$ cat src/front_middle_back_queue_defines.svh
// ----------------------------------------------------------------------------
// Front-middle-back queue assertion macros
// Shared property shapes for the queue's concurrent checks.
// ----------------------------------------------------------------------------
`ifndef FRONT_MIDDLE_BACK_QUEUE_DEFINES_SVH
`define FRONT_MIDDLE_BACK_QUEUE_DEFINES_SVH

// Same-cycle implication, checked out of reset only
`define FMBQ_ASSERT_NOW(label, ante, cons, msg) \
    label: assert property (@(posedge aclk) disable iff (!aresetn) \
        (ante) |-> (cons)) else $error(msg);

// Next-cycle implication, checked out of reset only
`define FMBQ_ASSERT_NEXT(label, ante, cons, msg) \
    label: assert property (@(posedge aclk) disable iff (!aresetn) \
        (ante) |=> (cons)) else $error(msg);

`endif

$ cat src/fmbq_pkg.sv
// ----------------------------------------------------------------------------
// Front-middle-back queue package
// Sizes, operation and status codes, and the per-cell control word.
// ----------------------------------------------------------------------------
package fmbq_pkg;

    localparam int DEPTH        = 16;
    localparam int DATA_WIDTH   = 32;
    localparam int CNT_W        = $clog2(DEPTH + 1);
    localparam int IDX_W        = $clog2(DEPTH);
    localparam int OP_W         = 3;
    localparam int ST_W         = 2;
    localparam int IN_TDATA_W   = ((DATA_WIDTH + 7) / 8) * 8;
    localparam int IN_TUSER_W   = ((OP_W + 7) / 8) * 8;
    localparam int OUT_TDATA_W  = ((DATA_WIDTH + CNT_W + 7) / 8) * 8;
    localparam int OUT_TUSER_W  = ((ST_W + 7) / 8) * 8;

    typedef logic [DATA_WIDTH-1:0] word_t;
    typedef logic [CNT_W-1:0]      cnt_t;
    typedef logic [IDX_W-1:0]      idx_t;

    typedef enum logic [OP_W-1:0] {
        OP_PUSH_FRONT  = 3'd0,
        OP_PUSH_MIDDLE = 3'd1,
        OP_PUSH_BACK   = 3'd2,
        OP_POP_FRONT   = 3'd3,
        OP_POP_MIDDLE  = 3'd4,
        OP_POP_BACK    = 3'd5
    } op_t;

    typedef enum logic [ST_W-1:0] {
        ST_DONE  = 2'd0,
        ST_EMPTY = 2'd1,
        ST_FULL  = 2'd2
    } status_t;

    // Broadcast to every cell: shift right from pos (insert) or left into pos (remove)
    typedef struct packed {
        logic ins;
        logic rem;
        idx_t pos;
    } cell_ctrl_t;

endpackage

$ cat src/fmbq_cell.sv
// ----------------------------------------------------------------------------
// Queue cell
// Holds one word; takes the left neighbor, the right neighbor or the pushed
// word, or holds, as the broadcast control and its own position decide.
// ----------------------------------------------------------------------------
module fmbq_cell (
    input  logic                   aclk,
    input  fmbq_pkg::cell_ctrl_t   ctrl,
    input  fmbq_pkg::idx_t         cell_idx,
    input  fmbq_pkg::word_t        left_word,
    input  fmbq_pkg::word_t        right_word,
    input  fmbq_pkg::word_t        push_word,
    output fmbq_pkg::word_t        word_q
);

    fmbq_pkg::word_t word_reg;
    fmbq_pkg::word_t word_next;

    always_comb begin
        word_next = word_reg;
        if (ctrl.ins) begin
            if (cell_idx > ctrl.pos) begin
                word_next = left_word;
            end else if (cell_idx == ctrl.pos) begin
                word_next = push_word;
            end
        end else if (ctrl.rem) begin
            // close the gap left by the removed word
            if (cell_idx >= ctrl.pos) begin
                word_next = right_word;
            end
        end
    end

    always_ff @(posedge aclk) begin
        word_reg <= word_next;
    end

    assign word_q = word_reg;

endmodule

$ cat src/front_middle_back_queue.sv
// ----------------------------------------------------------------------------
// Front-middle-back queue
// Ordered queue of signed words with push and pop at front, middle and back.
// ----------------------------------------------------------------------------
//  Channel | Dir | tdata (low bit up)        | tuser
//  s_      | in  | push_value                | operation
//  m_      | out | pop_value, fill_count     | status
//
//  One operation per cycle while m_ does not stall: every cell shifts or holds
//  in parallel from the count and the operation, and the result is registered.
//  A new word is taken whenever the output register is empty or being drained.
//  Reset clears the count and the output valid; cell contents are not reset.
//  Stalls on m_ hold the result and back-pressure s_ through s_tready.
// ----------------------------------------------------------------------------
`include "front_middle_back_queue_defines.svh"

module front_middle_back_queue (
    input  logic                                aclk,
    input  logic                                aresetn,
    input  logic                                s_tvalid,
    output logic                                s_tready,
    input  logic [fmbq_pkg::IN_TDATA_W-1:0]     s_tdata,   // push_value
    input  logic [fmbq_pkg::IN_TUSER_W-1:0]     s_tuser,   // operation
    output logic                                m_tvalid,
    input  logic                                m_tready,
    output logic [fmbq_pkg::OUT_TDATA_W-1:0]    m_tdata,   // pop_value, fill_count
    output logic [fmbq_pkg::OUT_TUSER_W-1:0]    m_tuser    // status
);

    localparam fmbq_pkg::cnt_t FULL_CNT = fmbq_pkg::CNT_W'(fmbq_pkg::DEPTH);

    fmbq_pkg::cnt_t       cnt_reg;
    fmbq_pkg::cnt_t       cnt_next;
    logic                 out_valid_reg;
    logic                 out_valid_next;
    fmbq_pkg::word_t      out_val_reg;
    fmbq_pkg::word_t      out_val_next;
    fmbq_pkg::status_t    out_st_reg;
    fmbq_pkg::status_t    out_st_next;
    fmbq_pkg::cnt_t       out_cnt_reg;

    fmbq_pkg::cell_ctrl_t ctrl;
    fmbq_pkg::word_t      cell_q [fmbq_pkg::DEPTH];
    fmbq_pkg::word_t      push_word;
    fmbq_pkg::op_t        op;
    fmbq_pkg::cnt_t       cnt_dec;
    logic                 s_acc;

    assign s_tready  = !out_valid_reg || m_tready;
    assign s_acc     = s_tvalid && s_tready;
    assign push_word = s_tdata[fmbq_pkg::DATA_WIDTH-1:0];
    assign op        = fmbq_pkg::op_t'(s_tuser[fmbq_pkg::OP_W-1:0]);
    assign cnt_dec   = cnt_reg - fmbq_pkg::CNT_W'(1);

    // Decode the operation into a broadcast cell control and the result
    always_comb begin
        ctrl         = '0;
        cnt_next     = cnt_reg;
        out_val_next = '0;
        out_st_next  = fmbq_pkg::ST_DONE;
        unique case (op)
            fmbq_pkg::OP_PUSH_FRONT, fmbq_pkg::OP_PUSH_MIDDLE, fmbq_pkg::OP_PUSH_BACK: begin
                if (cnt_reg == FULL_CNT) begin
                    out_st_next = fmbq_pkg::ST_FULL;
                end else begin
                    ctrl.ins = s_acc;
                    cnt_next = cnt_reg + fmbq_pkg::CNT_W'(1);
                    if (op == fmbq_pkg::OP_PUSH_FRONT) begin
                        ctrl.pos = '0;
                    end else if (op == fmbq_pkg::OP_PUSH_MIDDLE) begin
                        ctrl.pos = cnt_reg[fmbq_pkg::CNT_W-1:1];
                    end else begin
                        ctrl.pos = cnt_reg[fmbq_pkg::IDX_W-1:0];
                    end
                end
            end
            fmbq_pkg::OP_POP_FRONT, fmbq_pkg::OP_POP_MIDDLE, fmbq_pkg::OP_POP_BACK: begin
                if (cnt_reg == '0) begin
                    out_val_next = '1;
                    out_st_next  = fmbq_pkg::ST_EMPTY;
                end else begin
                    ctrl.rem = s_acc;
                    cnt_next = cnt_dec;
                    if (op == fmbq_pkg::OP_POP_FRONT) begin
                        ctrl.pos = '0;
                    end else if (op == fmbq_pkg::OP_POP_MIDDLE) begin
                        ctrl.pos = cnt_dec[fmbq_pkg::CNT_W-1:1];
                    end else begin
                        ctrl.pos = cnt_dec[fmbq_pkg::IDX_W-1:0];
                    end
                    out_val_next = cell_q[ctrl.pos];
                end
            end
            default: begin
                // unused codes: no change, report the count
            end
        endcase
    end

    for (genvar i = 0; i < fmbq_pkg::DEPTH; i++) begin : g_cell
        fmbq_pkg::word_t left_w;
        fmbq_pkg::word_t right_w;
        if (i == 0) begin : g_first
            assign left_w = '0;
        end else begin : g_left
            assign left_w = cell_q[i-1];
        end
        if (i == fmbq_pkg::DEPTH - 1) begin : g_last
            assign right_w = '0;
        end else begin : g_right
            assign right_w = cell_q[i+1];
        end
        fmbq_cell u_cell (
            .aclk       (aclk),
            .ctrl       (ctrl),
            .cell_idx   (fmbq_pkg::IDX_W'(i)),
            .left_word  (left_w),
            .right_word (right_w),
            .push_word  (push_word),
            .word_q     (cell_q[i])
        );
    end

    always_comb begin
        out_valid_next = out_valid_reg;
        if (s_acc) begin
            out_valid_next = 1'b1;
        end else if (m_tready) begin
            out_valid_next = 1'b0;
        end
    end

    always_ff @(posedge aclk) begin
        if (!aresetn) begin
            cnt_reg       <= '0;
            out_valid_reg <= 1'b0;
        end else begin
            out_valid_reg <= out_valid_next;
            if (s_acc) begin
                cnt_reg <= cnt_next;
            end
        end
    end

    always_ff @(posedge aclk) begin
        if (s_acc) begin
            out_val_reg <= out_val_next;
            out_st_reg  <= out_st_next;
            out_cnt_reg <= cnt_next;
        end
    end

    assign m_tvalid = out_valid_reg;
    assign m_tdata  = fmbq_pkg::OUT_TDATA_W'({out_cnt_reg, out_val_reg});
    assign m_tuser  = fmbq_pkg::OUT_TUSER_W'(out_st_reg);

    `FMBQ_ASSERT_NOW(a_cnt_range, 1'b1, cnt_reg <= FULL_CNT, "fill count beyond depth")
    `FMBQ_ASSERT_NOW(a_ctrl_excl, 1'b1, !(ctrl.ins && ctrl.rem), "insert and remove together")
    `FMBQ_ASSERT_NEXT(a_acc_valid, s_acc, m_tvalid && out_cnt_reg == cnt_reg, "result not presented")
    `FMBQ_ASSERT_NEXT(a_push_grow, ctrl.ins, cnt_reg == $past(cnt_reg) + fmbq_pkg::CNT_W'(1), "push did not grow count")
    `FMBQ_ASSERT_NEXT(a_empty_pop, s_acc && cnt_reg == '0 && (op == fmbq_pkg::OP_POP_FRONT || op == fmbq_pkg::OP_POP_MIDDLE || op == fmbq_pkg::OP_POP_BACK), out_st_reg == fmbq_pkg::ST_EMPTY && out_val_reg == '1, "empty pop not flagged")

endmodule

$ cat config.mk
export PLATFORM = sky130hd
export DESIGN_NAME = front_middle_back_queue
export DESIGN_NICKNAME = d
export VERILOG_FILES = /design/src/fmbq_pkg.sv /design/src/fmbq_cell.sv /design/src/front_middle_back_queue.sv
export VERILOG_INCLUDE_DIRS = /design/src /design/src/src
export SDC_FILE = /design/constraint.sdc
export NUM_CORES = 2
export LEC_CHECK = 0
export ABC_AREA = 1
export BUFFER_PORTS_ARGS = -buffer_cell sky130_fd_sc_hd__buf_2
export CORE_MARGIN = 2
export CORE_UTILIZATION = 30
export DETAILED_ROUTE_END_ITERATION = 12
export SLEW_MARGIN = 20
export SYNTH_ARGS = -nofsm -noshare
export SYNTH_HDL_FRONTEND = slang
export SYNTH_SLANG_ARGS = --single-unit
$ cat constraint.sdc
create_clock -name aclk -period 6.2 [get_ports aclk]
set_clock_uncertainty 0.1 [all_clocks]
set_input_delay 1.55 -clock aclk [delete_from_list [all_inputs] [get_ports aclk]]
set_output_delay 1.55 -clock aclk [all_outputs]
set_load 0.02 [all_outputs]
### Word-level counts from Yosys, hierarchy flattened

Index checks and enable logic that the tools add are counted.
W data, S select, Z words.

* add/sub/neg operators: 2
* multiply operators: 0
* divide/modulo/power cells: 0
* magnitude comparators: 33
* equal/unequal tests: 37
* shifts and indexed selects: 0
* muxes and demuxes: 104
* bitwise operators: 1
* reductions and logical operators: 42

Operators by type and width (number)
* $mux W32: 83
* $bmux W32 S4: 1
* $ne A3 B1 Y1 const B: 16
* $reduce_and A3 Y1: 16
* $reduce_bool A2 Y1: 18
* $eq A4 B4 Y1 const A: 8
* $ge A4 B4 Y1 const A: 8
* $gt A4 B4 Y1 const A: 8
* $mux W4: 7
* $eq A3 B4 Y1 const A: 4
* $ge A3 B4 Y1 const A: 4
* $gt A3 B4 Y1 const A: 4
* $mux W5: 3
* $pmux W5 S2: 1
* $eq A2 B4 Y1 const A: 2
* $ge A1 B4 Y1 const A: 2
* $ge A2 B4 Y1 const A: 2
* $gt A1 B4 Y1 const A: 2
* $gt A2 B4 Y1 const A: 2
* $pmux W4 S2: 1
* $eq A3 B2 Y1 const B: 2
* $eq A3 B3 Y1 const B: 2
* $mux W1: 6
* $reduce_or A3 Y1: 2
* other kinds (15): 15

* register bits after elaboration: 557
* bits in latches: 0
* memory bits (writable): 0
* bits in read-only memories: 0
* input port bits: 44
* output and inout bits: 50
* logic and storage cells: 240
* memories kept: 0

### Depth between registers and ports, before layout

* depth after elaboration: 11
* gate-level depth with buffers: 16
* mapped depth without buffers: 14

### Cells and area by module

From an unflattened synthesis, not the netlist that was laid out.

* cells, all modules: 6584
* area, all modules: 43319.0 um^2

By module, submodules not included
* fmbq_cell: instances 16, cells an instance 295, area each 2108.3 um^2, seq. area each 960.9 um^2
* front_middle_back_queue: instances 1, cells an instance 1864, area each 9586.7 um^2, seq. area each 1291.2 um^2

### Worst setup path before layout

OpenSTA, ideal clock, no wires.

* path type: input -> register
* start: input port m_tready
* end: register g_cell[10].u_cell.word_reg[0], enable pin
* library setup time: 0.432 ns
* data arrival time: 4.820 ns
* required time: 5.668 ns
* path slack: 0.848 ns
* stages: 7
* buffers on the path: 1
* path through: inv_1 -> nand2_1 -> nand2_1 -> clkbuf_1 -> inv_1 -> nand2_1 -> a21oi_1

* cells in the longest elaborated chain, start to end: 6
* elaborated cells on any way between the ends: 10
* classes of those cells: eq/ne: 1; mux: 4; reduce/logical: 5

RTL lines
* start: declaration: RTL line front_middle_back_queue.sv:25 `input logic m_tready,`
* $logic_or A1 B1 Y1 (*): RTL line front_middle_back_queue.sv:49 `assign s_tready = !out_valid_reg || m_tready;`
* named net s_tready: RTL line front_middle_back_queue.sv:21 `output logic s_tready,`
* $logic_and A1 B1 Y1 (*): RTL line front_middle_back_queue.sv:50 `assign s_acc = s_tvalid && s_tready;`
* $mux W1 or $mux W5 (tied branches): RTL line front_middle_back_queue.sv:63, front_middle_back_queue.sv:78
* $mux W1: RTL line front_middle_back_queue.sv:61 `unique case (op)`
* $ne A3 B1 Y1 (no line) or $reduce_bool A2 Y1 (tied branches)
* $reduce_and A3 Y1 (no line) (*)
* end signal: assignment: RTL line fmbq_cell.sv:36 `word_reg <= word_next;`
* end: declaration: RTL line fmbq_cell.sv:16 `fmbq_pkg::word_t word_reg;`

Mark *: on every way through the listed nets, which the timed path passes. The rest lies on a longest branch.
A chain may end at the register's enable or synchronous reset.

### Worst setup path in the final report

* start: input port s_tuser[2] (netlist name)
* end: register g_cell[11].u_cell.word_reg[31] (data pin)

* cells in the longest elaborated chain, start to end: 10
* elaborated cells on any way between the ends: 21
* classes of those cells: order compare: 1; eq/ne: 5; mux: 12; reduce/logical: 3

RTL lines
* start: declaration: RTL line front_middle_back_queue.sv:23 `input logic [fmbq_pkg::IN_TUSER_W-1:0] s_tuser,`
* $eq A3 B3 Y1: RTL line front_middle_back_queue.sv:61, front_middle_back_queue.sv:86
* $mux W4: RTL line front_middle_back_queue.sv:86 `end else if (op == fmbq_pkg::OP_POP_MIDDLE) begin`
* $mux W4: RTL line front_middle_back_queue.sv:84 `if (op == fmbq_pkg::OP_POP_FRONT) begin`
* $mux W4: RTL line front_middle_back_queue.sv:78 `if (cnt_reg == '0) begin`
* $mux W4: RTL line front_middle_back_queue.sv:61
* $mux W5: RTL line front_middle_back_queue.sv:78
* $pmux W4 S2: RTL line front_middle_back_queue.sv:61
* $gt A4 B4 Y1: RTL line fmbq_cell.sv:22 `if (cell_idx > ctrl.pos) begin`
* $mux W32: RTL line fmbq_cell.sv:22
* $mux W32 (*): RTL line fmbq_cell.sv:21 `if (ctrl.ins) begin`
* named net g_cell[11].u_cell.word_next[31]: RTL line fmbq_cell.sv:17 `fmbq_pkg::word_t word_next;`
* end signal: assignment: RTL line fmbq_cell.sv:36
* end: declaration: RTL line fmbq_cell.sv:16

Mark *: on every way through the listed nets, which the timed path passes. The rest lies on a longest branch. The select of a mux whose other input is x is not followed.

==> impl_metrics.csv <==
group,metric,value,unit
clocking,cts_root_buf,"clkbuf_16",
yosys,synth-edff-count,551,
placed_design,placedCellCount,6183,
placed_design,io_buffers,79,
floorplan,initial_core_util,30.32,%
worst_setup_path,crit_path_cell_trace,"buf_2 -> inv_2 -> nand3_2 -> buf_4 -> nand3_4 -> o21ai_2 -> nand2_2 -> nand2_2 -> buf_4 -> nand3_1 -> nand3_1 -> nand2_1",
cells_and_area,final_cell_mix,"1,489 x nand2_1, 1,225 x nand3_1, 595 x inv_1",
global_routing,antenna_found_initial,9,
detailed_routing,vias_per_cell,5.502,
pwr,leakage,0.01769,uW
global_routing,grt_overflow,0,
worst_setup_path,crit_path_max_incr_delay,0.58,ns
placed_design,placed_area,37250,um2
yosys,syn_area,35290,um2
timing,slew_headroom,22.21,%
timing,max_freq,0.2126,GHz
global_routing,use_met1,31.19,%
yosys,synth_warnings,0,
worst_setup_path,path_max_fanout,34,
global_routing,track_usage,22.50,%
cells_and_area,stdcell_count,6304,
detailed_routing,routed_wl,140.7,mm
floorplan,rows,125,
detailed_routing,ant_nets,0,
timing,finalMaxSlewViolations,0,
detailed_routing,drc,0,
worst_setup_path,slowest_stage,"buf_4",
global_routing,grt_util_met3,5.106,%
yosys,synth.distinct_cells,30,
clocking,cts_hold_buf,0,
floorplan,core_area,116400,um2
floorplan,fp.dieArea,120400,um2
timing,hold_viol,0,
pwr,vdd_drop_max,211.8,uV
worst_setup_path,critPathRequiredTime,6.49,ns
cells_and_area,nets,4774,
placed_design,dpl.hpwl,77.90,mm
placed_design,routabilityCongestion,0.8623,
global_routing,use_met2,33.97,%
floorplan,io_pins,94,
worst_setup_path,cp.arrival,5.00,ns
clocking,cts_inserted_buffers,67,
clocking,clkSinkCount,557,
yosys,ys_seq_area_share,47.23,%
clocking,clkTransAtPathRegs,0.06,ns
global_routing,grt_pass1_wl,206.6,mm
cells_and_area,largest_reg_flops,512,
global_routing,grt_max_degree,160,
yosys,syn_avg_cell_area,7.271,um2
timing,setup_violations,0,
clocking,post_cts_buffers,0,
clocking,cts_tree,"built",
timing,fin_crit,4.703,ns
pwr,p_total,12800,uW
cells_and_area,syn_to_final_growth,11.68,%
run_status,status,"finished clean",
timing,finalSetupTns,0,ns
yosys,syn_inst,4853,
yosys,synthFlopType,"edfxtp_1",
pwr,cellPowerDensity,324.9,nW/um2
worst_setup_path,start_kind,"primary input",
clocking,clk_path_buf_depth,3,
clocking,insertion_delay,0.64,ns
detailed_routing,wire_per_inst,22.33,um
timing,tightest_slew,1.167,ns
global_routing,top_usage_layer,"met2",
global_routing,first_global_vias,31835,
job,cap_violations,0,
cells_and_area,finalInstanceArea,39410,um2
clocking,h-tree-depth,3,
floorplan,die_x,347.0,um
worst_setup_path,crit_path_end_kind,"register",
detailed_routing,vias,34685,
detailed_routing,first_pass_iters,6,
timing,setup_ws,1.497,ns
cells_and_area,final_common_cell,"nand2_1",
yosys,synthArstFlopShare,0,%
worst_setup_path,path_class,"primary input to register",
timing,period_share,75.85,%
placed_design,post-place-ws,1.020,ns
detailed_routing,drt_first_iter_violations,5096,
floorplan,fp.dieH,347.0,um
cells_and_area,layout-drive-gt1-share,6.990,%
clocking,cts_resized,0,
timing,rsz0062_at_grt,"false",
yosys,synth_seq_cells,557,
hold_path,min_path_type,"register to register",
## per-layer routing
metal  part of all wire (%)  up-vias
met5                  0.015        -
met4                    4.0        4
met3                     13      396
met2                     43     2372
met1                     40    16151
li1                       -    15762
## critical path, delay by kind of cell
| kind | cells | cell delay (ns) |
|---|---|---|
| compound gates | 1 | 0.54 |
| buf+inv | 4 | 1.31 |
| simple gates | 7 | 1.55 |
## kinds of logic after synthesis
logic type	after synthesis	share of synthesized area (%)
fa+ha+maj	2	0.07091
simple gates	2932	36.13
other cells	1	0.01063
xor+xnor	3	0.07448
compound gates	344	5.287
buf+inv	1014	11.20
flops	557	47.23
## final timing paths
kind / start / endpoint / slack [ns] / cells past startpoint
min reg2reg: m_tvalid / m_tvalid / 0.41 / 2
max: s_tuser[2] / g_cell[11].u_cell.word_q[31] / 1.50 / 12
max reg2reg: cnt_reg[0] / out_val_reg[15] / 1.74 / 13
min: m_tvalid / m_tvalid / 0.41 / 2
## cell type report
class | count | area (um2)
antenna | 2 | 5.005
clock buffer | 85 | 1808
clock inverter | 34 | 347.8
fill | 12352 | 76960
inverter | 641 | 2416
multi-input combinational | 3290 | 15010
sequential | 557 | 16670
tap | 1524 | 1907
timing repair buffer | 171 | 1249
## synthesized netlist by cell type, types with 2 or more instances
cell | n | area, um2
buf_4 | 10 | 75.07
o21ai_0 | 231 | 1156
o21ai_1 | 29 | 145.1
nor2_2 | 4 | 25.02
inv_2 | 9 | 33.78
buf_1 | 49 | 183.9
ha_1 | 2 | 25.02
o221ai_1 | 33 | 289.0
a211oi_1 | 3 | 22.52
nand3_1 | 1233 | 6171
edfxtp_1 | 551 | 16550
clkinv_1 | 32 | 120.1
clkbuf_1 | 228 | 855.8
dfxtp_1 | 6 | 120.1
nor2_4 | 2 | 22.52
nand4_1 | 67 | 419.2
inv_1 | 600 | 2252
nand2_2 | 3 | 18.77
xor2_1 | 2 | 17.52
nand2_1 | 1509 | 5664
nor2_1 | 114 | 427.9
buf_2 | 86 | 430.4
a21oi_1 | 43 | 215.2
## power by group
part	internal (uW)	switching [uW]	leakage, uW
sequential	4690	183	0.00523
clock	2320	1700	0.00105
combinational	958	2950	0.0114
total	7970	4830	0.0177
## metrics by stage
| stage | hold slack, ns | utilization [%] |
|---|---|---|
| finish | 0.4111 | 33.87 |
| global route | 0.4514 | 33.87 |
| CTS | 0.4170 | 33.86 |
| detailed placement | 0.4046 | 32.01 |
| global placement | 0.3907 | 32.01 |
| floorplan | 0.4196 | - |
Power figures use the tool's default switching activity.
